### src/kpar_pkg.sv
package kpar_pkg;

    localparam int unsigned COLS_W   = 4;
    localparam int unsigned CODE_W   = 4;
    localparam int unsigned KEY_W    = CODE_W + 1;
    localparam int unsigned COUNT_W  = 8;
    localparam int unsigned CFG_IDX_W = 1;
    localparam int unsigned CFG_DATA_W = 8;

    typedef logic [COLS_W-1:0]     cols_t;
    typedef logic [CODE_W-1:0]     code_t;
    typedef logic [KEY_W-1:0]      key_t;
    typedef logic [COUNT_W-1:0]    count_t;
    typedef logic [CFG_DATA_W-1:0] cfg_data_t;

    typedef enum logic [CFG_IDX_W-1:0] {
        REG_FIRST_REPEAT  = 1'b0,
        REG_REPEAT_PERIOD = 1'b1
    } cfg_idx_t;

    // Top bit set marks "no key held".
    localparam key_t   NO_KEY            = key_t'(16);
    localparam count_t FIRST_REPEAT_RST  = count_t'(100);
    localparam count_t REPEAT_PERIOD_RST = count_t'(33);

    // Column index of a single pressed column; zero when several are pressed.
    function automatic logic [1:0] column_part(input cols_t pressed);
        logic [1:0] col;
        case (pressed)
            4'b0001: col = 2'd0;
            4'b0010: col = 2'd1;
            4'b0100: col = 2'd2;
            4'b1000: col = 2'd3;
            default: col = 2'd0;
        endcase
        return col;
    endfunction

endpackage

### src/kpar_if.sv
interface kpar_scan_if;
    logic            valid;
    logic            ready;
    kpar_pkg::cols_t row0_cols;
    kpar_pkg::cols_t row1_cols;
    kpar_pkg::cols_t row2_cols;
    kpar_pkg::cols_t row3_cols;

    modport source (output valid, output row0_cols, output row1_cols,
                    output row2_cols, output row3_cols, input ready);
    modport sink   (input valid, input row0_cols, input row1_cols,
                    input row2_cols, input row3_cols, output ready);
endinterface

interface kpar_key_if;
    logic            valid;
    logic            ready;
    kpar_pkg::code_t key_code;
    logic            is_repeat;

    modport source (output valid, output key_code, output is_repeat, input ready);
    modport sink   (input valid, input key_code, input is_repeat, output ready);
endinterface

interface kpar_cfg_if;
    logic                  valid;
    logic                  ready;
    kpar_pkg::cfg_idx_t    index;
    kpar_pkg::cfg_data_t   data;

    modport source (output valid, output index, output data, input ready);
    modport sink   (input valid, input index, input data, output ready);
endinterface

### src/keypad_scan_auto_repeat.sv
// Channel  Role    Payload                            Moves
// scan     sink    row0_cols..row3_cols (4b each)     one scan tick per request
// key      source  key_code (4b), is_repeat (1b)      zero or one key per tick
// cfg      sink    index (1b), data (8b)              one register write per request
//
// A scan request is registered on acceptance and decoded in the next cycle; a
// resulting key enters the output register once it is free. One request
// is taken every cycle unless a stalled key holds it. Reset (rst_n, asynchronous)
// empties both stages, forgets the held key and loads the register defaults.
// While a key waits on a stalled output, the decode stage holds its request
// and scan ready drops only when that request would emit a key as well.
module keypad_scan_auto_repeat (
    input  logic       clk,
    input  logic       rst_n,
    kpar_scan_if.sink  scan,
    kpar_key_if.source key,
    kpar_cfg_if.sink   cfg
);

    // Input stage: one registered scan request.
    logic            in_valid_reg;
    kpar_pkg::cols_t rows_reg [4];

    // Output stage: one registered key.
    logic            out_valid_reg;
    kpar_pkg::code_t key_code_reg;
    logic            is_repeat_reg;

    // Scanner state and configuration.
    kpar_pkg::key_t   prev_key_reg;
    kpar_pkg::key_t   prev_key_next;
    kpar_pkg::count_t hold_reg;
    kpar_pkg::count_t hold_next;
    kpar_pkg::count_t first_repeat_reg;
    kpar_pkg::count_t repeat_period_reg;

    // Decode results for the request in the input stage.
    logic             found;
    logic [1:0]       win_row;
    kpar_pkg::cols_t  win_pressed;
    kpar_pkg::cols_t  pressed;
    kpar_pkg::key_t   cur_key;
    kpar_pkg::count_t hold_inc;
    logic             emit;
    logic             emit_repeat;

    logic             out_free;
    logic             advance;
    logic             scan_accept;

    // Find the winning row: the highest row index with any column pulled low.
    always_comb
    begin
        found       = 1'b0;
        win_row     = 2'd0;
        win_pressed = '0;
        pressed     = '0;
        for (int r = 0; r < 4; r++)
        begin
            pressed = ~rows_reg[r];
            if (pressed != '0)
            begin
                found       = 1'b1;
                win_row     = 2'(r);
                win_pressed = pressed;
            end
        end
    end

    assign cur_key  = {1'b0, win_row, kpar_pkg::column_part(win_pressed)};
    assign hold_inc = hold_reg + kpar_pkg::count_t'(1);

    // Press, repeat or silence, and the state that follows.
    always_comb
    begin
        prev_key_next = prev_key_reg;
        hold_next     = hold_reg;
        emit          = 1'b0;
        emit_repeat   = 1'b0;
        if (!found)
        begin
            // Release: forget the key, keep the counter for the next press to clear.
            prev_key_next = kpar_pkg::NO_KEY;
        end
        else if (cur_key != prev_key_reg)
        begin
            prev_key_next = cur_key;
            hold_next     = '0;
            emit          = 1'b1;
        end
        else
        begin
            hold_next = hold_inc;
            if (hold_inc == first_repeat_reg)
            begin
                emit        = 1'b1;
                emit_repeat = 1'b1;
                // Drop by the period, clamping at zero.
                if (repeat_period_reg > hold_inc)
                begin
                    hold_next = '0;
                end
                else
                begin
                    hold_next = hold_inc - repeat_period_reg;
                end
            end
        end
    end

    // The output register can take a key when empty or being drained.
    assign out_free    = !out_valid_reg || key.ready;
    // A silent tick never waits on the output side.
    assign advance     = in_valid_reg && (out_free || !emit);
    assign scan.ready  = !in_valid_reg || advance;
    assign scan_accept = scan.valid && scan.ready;

    assign key.valid     = out_valid_reg;
    assign key.key_code  = key_code_reg;
    assign key.is_repeat = is_repeat_reg;

    assign cfg.ready = 1'b1;

    // Control state, scanner state and registers.
    always_ff @(posedge clk or negedge rst_n)
    begin
        if (!rst_n)
        begin
            in_valid_reg      <= 1'b0;
            out_valid_reg     <= 1'b0;
            prev_key_reg      <= kpar_pkg::NO_KEY;
            hold_reg          <= '0;
            first_repeat_reg  <= kpar_pkg::FIRST_REPEAT_RST;
            repeat_period_reg <= kpar_pkg::REPEAT_PERIOD_RST;
        end
        else
        begin
            if (scan_accept)
            begin
                in_valid_reg <= 1'b1;
            end
            else if (advance)
            begin
                in_valid_reg <= 1'b0;
            end

            if (advance && emit)
            begin
                out_valid_reg <= 1'b1;
            end
            else if (key.ready)
            begin
                out_valid_reg <= 1'b0;
            end

            if (advance)
            begin
                prev_key_reg <= prev_key_next;
                hold_reg     <= hold_next;
            end

            if (cfg.valid)
            begin
                unique case (cfg.index)
                    kpar_pkg::REG_FIRST_REPEAT:  first_repeat_reg  <= cfg.data;
                    kpar_pkg::REG_REPEAT_PERIOD: repeat_period_reg <= cfg.data;
                    default: ;
                endcase
            end
        end
    end

    // Payload: capture on acceptance, hold otherwise.
    always_ff @(posedge clk)
    begin
        if (scan_accept)
        begin
            rows_reg[0] <= scan.row0_cols;
            rows_reg[1] <= scan.row1_cols;
            rows_reg[2] <= scan.row2_cols;
            rows_reg[3] <= scan.row3_cols;
        end
        if (advance && emit)
        begin
            key_code_reg  <= cur_key[kpar_pkg::CODE_W-1:0];
            is_repeat_reg <= emit_repeat;
        end
    end

endmodule

### src/flat_wrapper.sv
// flat-port wrapper written by rule: the top's interface ports become plain ports
module keypad_scan_auto_repeat_flat 
  (clk, rst_n, scan_valid, scan_row0_cols, scan_row1_cols, scan_row2_cols, scan_row3_cols, scan_ready, key_valid, key_key_code, key_is_repeat, key_ready, cfg_valid, cfg_index, cfg_data, cfg_ready);
  kpar_scan_if scan_i ();
  kpar_key_if key_i ();
  kpar_cfg_if cfg_i ();
  input  logic clk;
  input  logic rst_n;
  input wire logic [$bits(scan_i.valid)-1:0] scan_valid;
  input wire logic [$bits(scan_i.row0_cols)-1:0] scan_row0_cols;
  input wire logic [$bits(scan_i.row1_cols)-1:0] scan_row1_cols;
  input wire logic [$bits(scan_i.row2_cols)-1:0] scan_row2_cols;
  input wire logic [$bits(scan_i.row3_cols)-1:0] scan_row3_cols;
  output wire logic [$bits(scan_i.ready)-1:0] scan_ready;
  output wire logic [$bits(key_i.valid)-1:0] key_valid;
  output wire logic [$bits(key_i.key_code)-1:0] key_key_code;
  output wire logic [$bits(key_i.is_repeat)-1:0] key_is_repeat;
  input wire logic [$bits(key_i.ready)-1:0] key_ready;
  input wire logic [$bits(cfg_i.valid)-1:0] cfg_valid;
  input wire logic [$bits(cfg_i.index)-1:0] cfg_index;
  input wire logic [$bits(cfg_i.data)-1:0] cfg_data;
  output wire logic [$bits(cfg_i.ready)-1:0] cfg_ready;
  assign scan_i.valid = scan_valid;
  assign scan_i.row0_cols = scan_row0_cols;
  assign scan_i.row1_cols = scan_row1_cols;
  assign scan_i.row2_cols = scan_row2_cols;
  assign scan_i.row3_cols = scan_row3_cols;
  assign scan_ready = scan_i.ready;
  assign key_valid = key_i.valid;
  assign key_key_code = key_i.key_code;
  assign key_is_repeat = key_i.is_repeat;
  assign key_i.ready = key_ready;
  assign cfg_i.valid = cfg_valid;
  assign cfg_i.index = cfg_index;
  assign cfg_i.data = cfg_data;
  assign cfg_ready = cfg_i.ready;
  keypad_scan_auto_repeat u_core (.clk(clk), .rst_n(rst_n), .scan(scan_i), .key(key_i), .cfg(cfg_i));
endmodule
### config.mk
export PLATFORM = sky130hd
export DESIGN_NAME = keypad_scan_auto_repeat_flat
export DESIGN_NICKNAME = d
export VERILOG_FILES = /design/src/kpar_pkg.sv /design/src/kpar_if.sv /design/src/keypad_scan_auto_repeat.sv /design/src/flat_wrapper.sv
export SDC_FILE = /design/constraint.sdc
export NUM_CORES = 1
export LEC_CHECK = 0
export BUFFER_PORTS_ARGS = -buffer_cell sky130_fd_sc_hd__buf_4
export CORE_ASPECT_RATIO = 0.75
export CORE_MARGIN = 5
export CORE_UTILIZATION = 35
export CTS_CLUSTER_DIAMETER = 40
export CTS_CLUSTER_SIZE = 28
export DETAILED_ROUTE_END_ITERATION = 10
export PLACE_DENSITY = 0.62
export SLEW_MARGIN = 30
export SYNTH_ARGS = -nofsm -noshare
export SYNTH_HDL_FRONTEND = slang
export SYNTH_SLANG_ARGS = --single-unit
### constraint.sdc
create_clock -name clk -period 4 [get_ports clk]
set_input_delay 0.2 -clock clk [delete_from_list [all_inputs] [get_ports clk]]
set_output_delay 0.2 -clock clk [all_outputs]
set_load 0.01 [all_outputs]
==> results of run 1 <==
==> layout make-up <==
type	count	area [µm²]	area share, %
Multi-Input combinational cell	178	1460	41.6
Timing Repair Buffer	38	288	8.23
Clock inverter	3	18.8	0.537
Sequential cell	52	1410	40.4
Clock buffer	5	125	3.58
Inverter	16	60.1	1.72
Tap cell	108	135	3.86
==> logic make-up after synthesis <==
group	Yosys count	share of synthesized area, %
and+or+nand+nor	76	14.1
DFF	52	47.5
AOI/OAI and AO/OA	48	11.9
muxes	23	9.84
buffers and inverters	21	3.53
xor gates and xnor gates	20	8.49
adders and majority gates	10	4.46
other	1	0.126
==> critical path: cells and delay by family, from the launching register on <==
kind,cells,cell delay [ns]
AO/OA/AOI/OAI,2,0.57
XOR/XNOR,1,0.14
flip-flops,1,0.48
AND/OR/NAND/NOR,5,1.72
==> synthesized netlist by cell type, types with 4 or more instances <==
cell,number
nand4b_1,4
mux2_2,16
nor3_1,5
xnor3_1,4
inv_1,16
mux2_4,6
o21ai_0,10
dfstp_2,6
xor2_1,8
nand2_1,20
nor2b_1,6
nand3_1,8
o2bb2ai_1,7
nor2_1,8
nand2b_1,5
a21oi_1,9
ha_1,9
edfxtp_1,21
xnor2_1,6
nand4_1,5
dfrtp_1,25
==> metrics by stage <==
| step | std cells | setup slack (ns) | total power, W | area [µm²] |
|---|---|---|---|---|
| floorplan | 251 | 0.995 | 0.00115 | 2980 |
| global placement | 391 | 0.831 | 0.00127 | 3340 |
| detailed placement | 391 | 0.734 | 0.00129 | 3340 |
| CTS | 400 | 0.720 | 0.00170 | 3500 |
| global route | 400 | 0.571 | 0.00179 | 3500 |
| finish | 400 | 0.745 | 0.00169 | 3500 |
==> final timing paths <==
kind	start	endpoint	slack, ns	depth (start not counted)
worst min register to register	u_core.repeat_period_reg[2]	u_core.repeat_period_reg[2]	0.51	1
worst max register to register	u_core.rows_reg[3][1]	u_core.rows_reg[0][1]	0.74	8
min in group asynchronous	rst_n	u_core.first_repeat_reg[4]	0.39	2
max in group asynchronous	rst_n	u_core.prev_key_reg[4]	3.28	2
worst max-delay path	u_core.rows_reg[3][1]	u_core.rows_reg[0][1]	0.74	8
worst min-delay path	scan_row0_cols[1]	u_core.rows_reg[0][1]	0.09	1
==> per-layer routing <==
layer,vias up,GRT usage (%)
met5,-,0
met4,0,3.29
met3,5,3.22
met2,34,15.7
met1,990,18.2
li1,1013,-
==> report_power, final <==
group | internal, W | switching, W
Combinational | 0.000263 | 0.000272
Sequential | 0.000658 | 0.0000825
Clock | 0.000230 | 0.000187
==> layout by cell type (no fill, tap or decap), types with 3 or more instances in the layout <==
cell type   n
xnor2_1     6
nand2_1    20
nor2_1      8
dfrtp_1    25
nand4b_1    4
mux2_2     16
a32o_1      3
o2bb2ai_1   7
nand3_1     8
dfstp_2     6
nor3_1      5
nand4_1     5
nand2b_1    5
clkbuf_16   5
buf_4      37
ha_1        9
a21oi_1     9
nor2b_1     6
edfxtp_1   21
o21ai_0    10
xnor3_1     4
mux2_4      6
inv_1      16
xor2_1      8
==> repair_timing <==
item / CTS / global route
setup buffers: 0 / 0
hold buffers: 1 / 0
endpoints found under the hold margin: 25 / 0
==> flow_summary.ini, run 1 <==
[status]
status = finished clean

[setup_path]
cp-end-kind = flip-flop
worst_ep_required_time_ns = 3.95
crit_fanout = 16
cp_cell_sequence = nand4_2 -> or2_1 -> o211a_4 -> xnor2_2 -> or3_1 -> a41o_1 -> or2_2 -> and2_1
startpoint_type = flip-flop
critPathMaxStageDelay_ns = 0.48
slowest_stage = edfxtp_1
critical_path_arrival_ns = 3.21
critPathKind = reg -> reg

[sta]
whs_ns = 0.0864
rsz0062_at_grt = false
skew_ns = 0.00914
tns_ns = 0
max-slew-margin-rel_pct = 51.3
period_needed_ns = 3.26
fmax_mhz = 307
hold_viol = 0
setup_viol = 0
min_period_over_period_pct = 81.4
slew_violations = 0
tightest_slew_ns = 0.730

[clocking]
numCtsBuffers = 5
cts.sinks = 52
cts_resized = 0
root_buffer = clkbuf_16
h-tree-depth = 2
clkTransAtPathRegs_ns = 0.07
cts_tree = done
clk_latency_ns = 0.29
clockBufferDepth = 2

[routing]
vias = 2042
dr.first_iter.drc_count = 74
routed-wl-met3_um = 266
wl_met1_um = 3130
highest-signal-layer = met4
wl_um = 5850
drc = 0
wl_met2_um = 2380
wl_per_cell_um = 14.6
vias_per_cell = 5.11
dr.pass1.iters = 4
ant_nets = 0

[grt]
grt_overflow_total = 0
grt_pass1_vias = 2066
grtUsageTotal_pct = 11.7
grt_max_degree = 32
grt_antenna_before_repair = 0
grt_first_pass_wirelength_um = 9870

[floorplanning]
core_um2 = 8380
num_rows = 29
dieHeight_um = 89.9
die_x_um = 116
start_util_pct = 35.5
dieArea_um2 = 10500
io_pins = 38

[placement]
gp_congestion = 0.780
port-buffer-count = 36
dpl.hpwl_um = 4580

[job]
drv_cap = 0

[synth]
yosysTopAreaCellShare_pct = 21.2
async_reset_ff_share_pct = 59.6
synth_sequential_area_ratio_pct = 47.5
synth.distinct_cells = 57
synth_fp_nets = 291
synthFlopType = dfrtp_1
synth_seq_cells = 52
syn-cell-area_um2 = 2980
syn_avg_cell_area_um2 = 11.9
ys_warn_count = 0
netlist_top_cells_area = edfxtp_1 (21%), dfrtp_1 (21%), mux2_2 (6.1%)
yosys.area.top_type = edfxtp_1
syn-instance-count = 251
synth_edf_count = 21

[pwr]
power_leakage_nw = 1.50
ir_drop_mv = 0.229
cellPowerDensity_nw_per_um2 = 484

[layout]
fill_cells = 805
drive_above_1_share_pct = 28.1
final_net_count = 331
largest_reg_flops = 16
final_core_util_pct = 41.7
area_growth_pct = 17.5
diodes = 0

[min_path]
min_path_type = in -> reg
(Power assumes the default switching activity.)
==> inputs of run 2 (changes only) <==
--- a/config.mk
+++ b/config.mk
@@ -12,7 +12,7 @@
 export CTS_CLUSTER_DIAMETER = 40
 export CTS_CLUSTER_SIZE = 28
 export DETAILED_ROUTE_END_ITERATION = 10
-export PLACE_DENSITY = 0.62
+export PLACE_DENSITY = 0.64
 export SLEW_MARGIN = 30
 export SYNTH_ARGS = -nofsm -noshare
 export SYNTH_HDL_FRONTEND = slang
==> constraint.sdc (replaced) <==
create_clock -name clk -period 2.6 [get_ports clk]
set_input_delay 0.13 -clock clk [delete_from_list [all_inputs] [get_ports clk]]
set_output_delay 0.13 -clock clk [all_outputs]
set_load 0.01 [all_outputs]
==> flow_summary.ini, run 2 (same netlist as run 1, synthesis figures left out) <==
[routing]
wl_per_cell_um = 15.5
dr.pass1.iters = 4
wl_um = 7220
ant_nets = 0
dr.first_iter.drc_count = 97
drc = 0
vias = 2332
vias_per_cell = 5.00

[floorplanning]
num_rows = 29
start_util_pct = 35.5
io_pins = 38
dieArea_um2 = 10500
die_x_um = 116
core_um2 = 8380
dieHeight_um = 89.9

[setup_path]
critical_path_arrival_ns = 2.59
r2r-end = u_core.hold_reg[5]
crit_fanout = 3
crit_start = u_core.rows_reg[2][2]
startpoint_type = flip-flop
critPathKind = reg -> out
r2r_start = u_core.hold_reg[1]
rr_worst_depth = 13
worst_ep_required_time_ns = 2.47
ff2ff_setup_slack_ns = -0.09
cp-end-kind = output port
endpoint = scan_ready

[min_path]
min_path_type = in -> reg
whs_path_depth = 1

[sta]
period_needed_ns = 2.72
rsz0062_at_grt = true
skew_ns = 0.00675
slew_violations = 0
max-slew-margin-rel_pct = 49.5
whs_ns = 0.0127
tightest_slew_ns = 0.756
setup_ws_ns = -0.125
fmax_mhz = 367
setup_viol = 24
hold_viol = 0
min_period_over_period_pct = 105

[clocking]
clk_latency_ns = 0.29
clockBufferDepth = 2
cts.sinks = 52
h-tree-depth = 2
root_buffer = clkbuf_16
clkTransAtPathRegs_ns = 0.07
numCtsBuffers = 5
cts_tree = done

[layout]
diodes = 0
drive_above_1_share_pct = 49.2
fin_area_um2 = 4280
final_cell_mix = buf_4 (93), dfrtp_1 (25), edfxtp_1 (21), nand2_1 (19), mux2_2 (16)
final_net_count = 397
layout_commonest_cell = buf_4
largest_reg_flops = 16
final_core_util_pct = 51.0
area_growth_pct = 43.7

[grt]
grtUsageTotal_pct = 12.9
grt_first_pass_wirelength_um = 11000
grt_max_degree = 32
grt_antenna_before_repair = 0
grt_pass1_vias = 2300
grt_overflow_total = 0

[placement]
port-buffer-count = 36
gp_congestion = 0.849
dpl.hpwl_um = 4900
placed_area_um2 = 3640

[pwr]
power_leakage_nw = 1.89
total_power_w = 0.00330
ir_drop_mv = 0.330
cellPowerDensity_nw_per_um2 = 772

[status]
status = finished, violations left
failed_checks = setup timing

[job]
drv_cap = 0
## run 2: per-layer routing
metal  track usage (%)  share of wire [%]
met1              19.7                 47
met2              18.7                 47
met3              2.68                5.7
met4              2.61               0.65
met5                 0                  0
## run 2: cell type report
cell class,instances,area [µm²]
fillers,717,4110
multi-input cells,178,1640
flip-flops and latches,52,1410
repair buffers,104,811
well taps,108,135
clock buffers,5,125
clock inverters,3,90.1
inverters,16,62.6
## run 2: critical path, cell delays in order, from the launching register on
cell and delay, ns:
edfxtp_1 0.36, nand4_1 0.17, or2_4 0.30, o211a_4 0.24
xnor2_2 0.14, or3_4 0.38, a41o_1 0.22, or2_4 0.26
buf_6 0.12, buf_6 0.11
## run 2: stage by stage
step	setup slack, ns	instances	setup TNS [ns]
after floorplan	-0.0469	251	-0.967
final	-0.125	466	-0.822
after global placement	0.00119	429	0
after CTS	-0.121	452	-0.393
after detailed placement	-0.0635	429	-1.23
after global routing	-0.200	466	-3.88
## run 2: worst min path at each step
stage | slack, ns | to | start
finish | 0.01 | u_core.rows_reg[2][1] | scan_row2_cols[1]
global route | 0.002 | u_core.rows_reg[2][3] | scan_row2_cols[3]
CTS | 0.004 | u_core.rows_reg[2][2] | scan_row2_cols[2]
detailed placement | 0.1 | u_core.repeat_period_reg[7] | rst_n
global placement | 0.09 | u_core.first_repeat_reg[7] | rst_n
floorplan | -0.17 | u_core.first_repeat_reg[0] | rst_n
## run 2: report_power, final
part           leakage (nW)  total (W)  internal [W]  switching [W]
sequential            0.570    0.00113       0.00101       0.000118
combinational          1.21    0.00122      0.000656       0.000569
clock                 0.104   0.000948      0.000649       0.000299
total                  1.89    0.00330       0.00232       0.000986
## run 2: what timing repair did
item                       in CTS  in global routing
gates cloned                    0                  1
buffers inserted               15                 12
pin swaps                       9                 22
hold endpoints to repair       25                  3
gates resized for setup        12                 34
hold buffers                    1                  3
setup endpoints to repair      29                 30
==> inputs of run 3 (changes only) <==
--- a/config.mk
+++ b/config.mk
@@ -6,13 +6,12 @@
 export NUM_CORES = 1
 export LEC_CHECK = 0
 export BUFFER_PORTS_ARGS = -buffer_cell sky130_fd_sc_hd__buf_4
-export CORE_ASPECT_RATIO = 0.75
 export CORE_MARGIN = 5
 export CORE_UTILIZATION = 35
 export CTS_CLUSTER_DIAMETER = 40
 export CTS_CLUSTER_SIZE = 28
 export DETAILED_ROUTE_END_ITERATION = 10
-export PLACE_DENSITY = 0.64
+export PLACE_DENSITY = 0.62
 export SLEW_MARGIN = 30
 export SYNTH_ARGS = -nofsm -noshare
 export SYNTH_HDL_FRONTEND = slang
==> constraint.sdc (replaced) <==
create_clock -name clk -period 3.1 [get_ports clk]
set_input_delay 0.155 -clock clk [delete_from_list [all_inputs] [get_ports clk]]
set_output_delay 0.155 -clock clk [all_outputs]
set_load 0.01 [all_outputs]
==> flow_summary.ini, run 3 (same netlist as run 1, synthesis figures left out) <==
[job]
drv_cap = 0

[floorplanning]
core_um2 = 8260
io_pins = 38
dieArea_um2 = 10400
start_util_pct = 36.0
num_rows = 33
die_x_um = 102
dieHeight_um = 102

[clocking]
numCtsBuffers = 5
clkTransAtPathRegs_ns = 0.10
h-tree-depth = 2
clk_latency_ns = 0.31
clockBufferDepth = 2
root_buffer = clkbuf_8
cts.sinks = 52
cts_tree = done

[grt]
gr-usage-met2_pct = 19.2
grtUsageTotal_pct = 12.4
grt_max_degree = 32
top_usage_layer = met2
grt_first_pass_wirelength_um = 10400
use_met1_pct = 17.6
met3_usage_pct = 2.25
grt_antenna_before_repair = 0
grt_pass1_vias = 2199
grt_overflow_total = 0

[sta]
skew_ns = 0.0133
period_needed_ns = 2.96
fmax_mhz = 338
whs_ns = 0.0134
tns_ns = 0
tightest_slew_ns = 0.787
setup_viol = 0
slew_violations = 0
hold_viol = 0
setup_ws_ns = 0.143
max-slew-margin-rel_pct = 47.4
min_period_over_period_pct = 95.4
rsz0062_at_grt = false

[min_path]
whs_path_depth = 1
worstHoldStart = scan_row3_cols[2]
min_path_type = in -> reg
hold_path_end = u_core.rows_reg[3][2]

[layout]
layout_commonest_cell = buf_4
diodes = 0
drive_above_1_share_pct = 31.9
area_growth_pct = 19.6
largest_reg_flops = 16
final_core_util_pct = 43.1
final_cell_mix = buf_4 (51), dfrtp_1 (25), edfxtp_1 (21), nand2_1 (20)
final_net_count = 346
fill_cells = 826

[setup_path]
rr_worst_depth = 12
ff2ff_setup_slack_ns = 0.26
startpoint_type = flip-flop
crit_fanout = 7
r2r-end = u_core.hold_reg[0]
cp-end-kind = output port
critPathKind = reg -> out
path_delay_family = simple AND/OR/NAND/NOR gates
crit_buf_inv = 2
cp_cell_sequence = nand4_2 -> or2_4 -> o211a_4 -> xnor2_2 -> or3_1 -> a41o_1 -> or2_2 -> buf_4 -> buf_4
r2r_start = u_core.hold_reg[1]
critPathMaxStageDelay_ns = 0.38
critical_path_arrival_ns = 2.80
crit_top_cell = buf_4
worst_ep_required_time_ns = 2.94
slowest_stage = edfxtp_1

[routing]
ant_nets = 0
drc = 0
wl_um = 6030
wl_per_cell_um = 14.6
dr.pass1.iters = 4
vias_per_cell = 5.08
dr.first_iter.drc_count = 73
vias = 2091

[pwr]
power_leakage_nw = 1.55
ir_drop_mv = 0.196
cellPowerDensity_nw_per_um2 = 590

[placement]
post-place-ws_ns = 0.0426
dpl.hpwl_um = 4550
gp_congestion = 0.804
port-buffer-count = 36

[status]
status = finished clean
==> run 3: area by class of cell <==
class                   count  area (µm²)  area share, %
repair buffers             53         403           11.3
clock inverters             3        21.3          0.598
flip-flops and latches     52        1410           39.7
inverters                  16        60.1           1.69
well taps                 105         131           3.69
multi-input cells         178        1460           41.0
clock buffers               5        68.8           1.93
==> run 3: stage by stage <==
step,std cells,cell area (µm²),total power [W]
2_1_floorplan,251,2980,0.00148
3_3_place_gp,400,3430,0.00168
3_5_place_dp,400,3430,0.00171
4_1_cts,409,3530,0.00212
5_1_grt,412,3560,0.00224
6_report,412,3560,0.00210
==> run 3: worst max path at each step <==
stage                           from                    end  slack (ns)  depth (start not counted)
3_5_place_dp   u_core.rows_reg[2][2]  u_core.rows_reg[1][3]        0.04                          8
4_1_cts        u_core.rows_reg[2][2]             scan_ready        0.02                          9
3_3_place_gp      u_core.hold_reg[1]     u_core.hold_reg[6]        0.16                         11
6_report       u_core.rows_reg[3][3]             scan_ready        0.14                          9
2_1_floorplan  u_core.rows_reg[3][1]  u_core.rows_reg[0][0]         0.1                          9
5_1_grt        u_core.rows_reg[3][1]             scan_ready        0.03                          9
==> run 3: what timing repair did <==
action | 4_1_cts | 5_1_grt
setup endpoints to repair | 0 | 25
hold buffers | 1 | 1
resized for setup | 0 | 2
setup buffers | 0 | 2
hold endpoints to repair | 25 | 1
==> run 3: layer usage <==
metal | share of wire [%] | up-vias | wire length [µm]
li1 | - | 1034 | -
met1 | 48 | 998 | 2890
met2 | 45 | 50 | 2740
met3 | 4.5 | 9 | 274
met4 | 2.1 | 0 | 127
met5 | 0 | - | 0
==> run 3: power by group <==
group,internal (W),leakage [nW],switching (W)
clock network,0.000163,0.0466,0.000240
logic,0.000382,0.937,0.000374
registers,0.000848,0.570,0.0000920
total,0.00139,1.55,0.000707
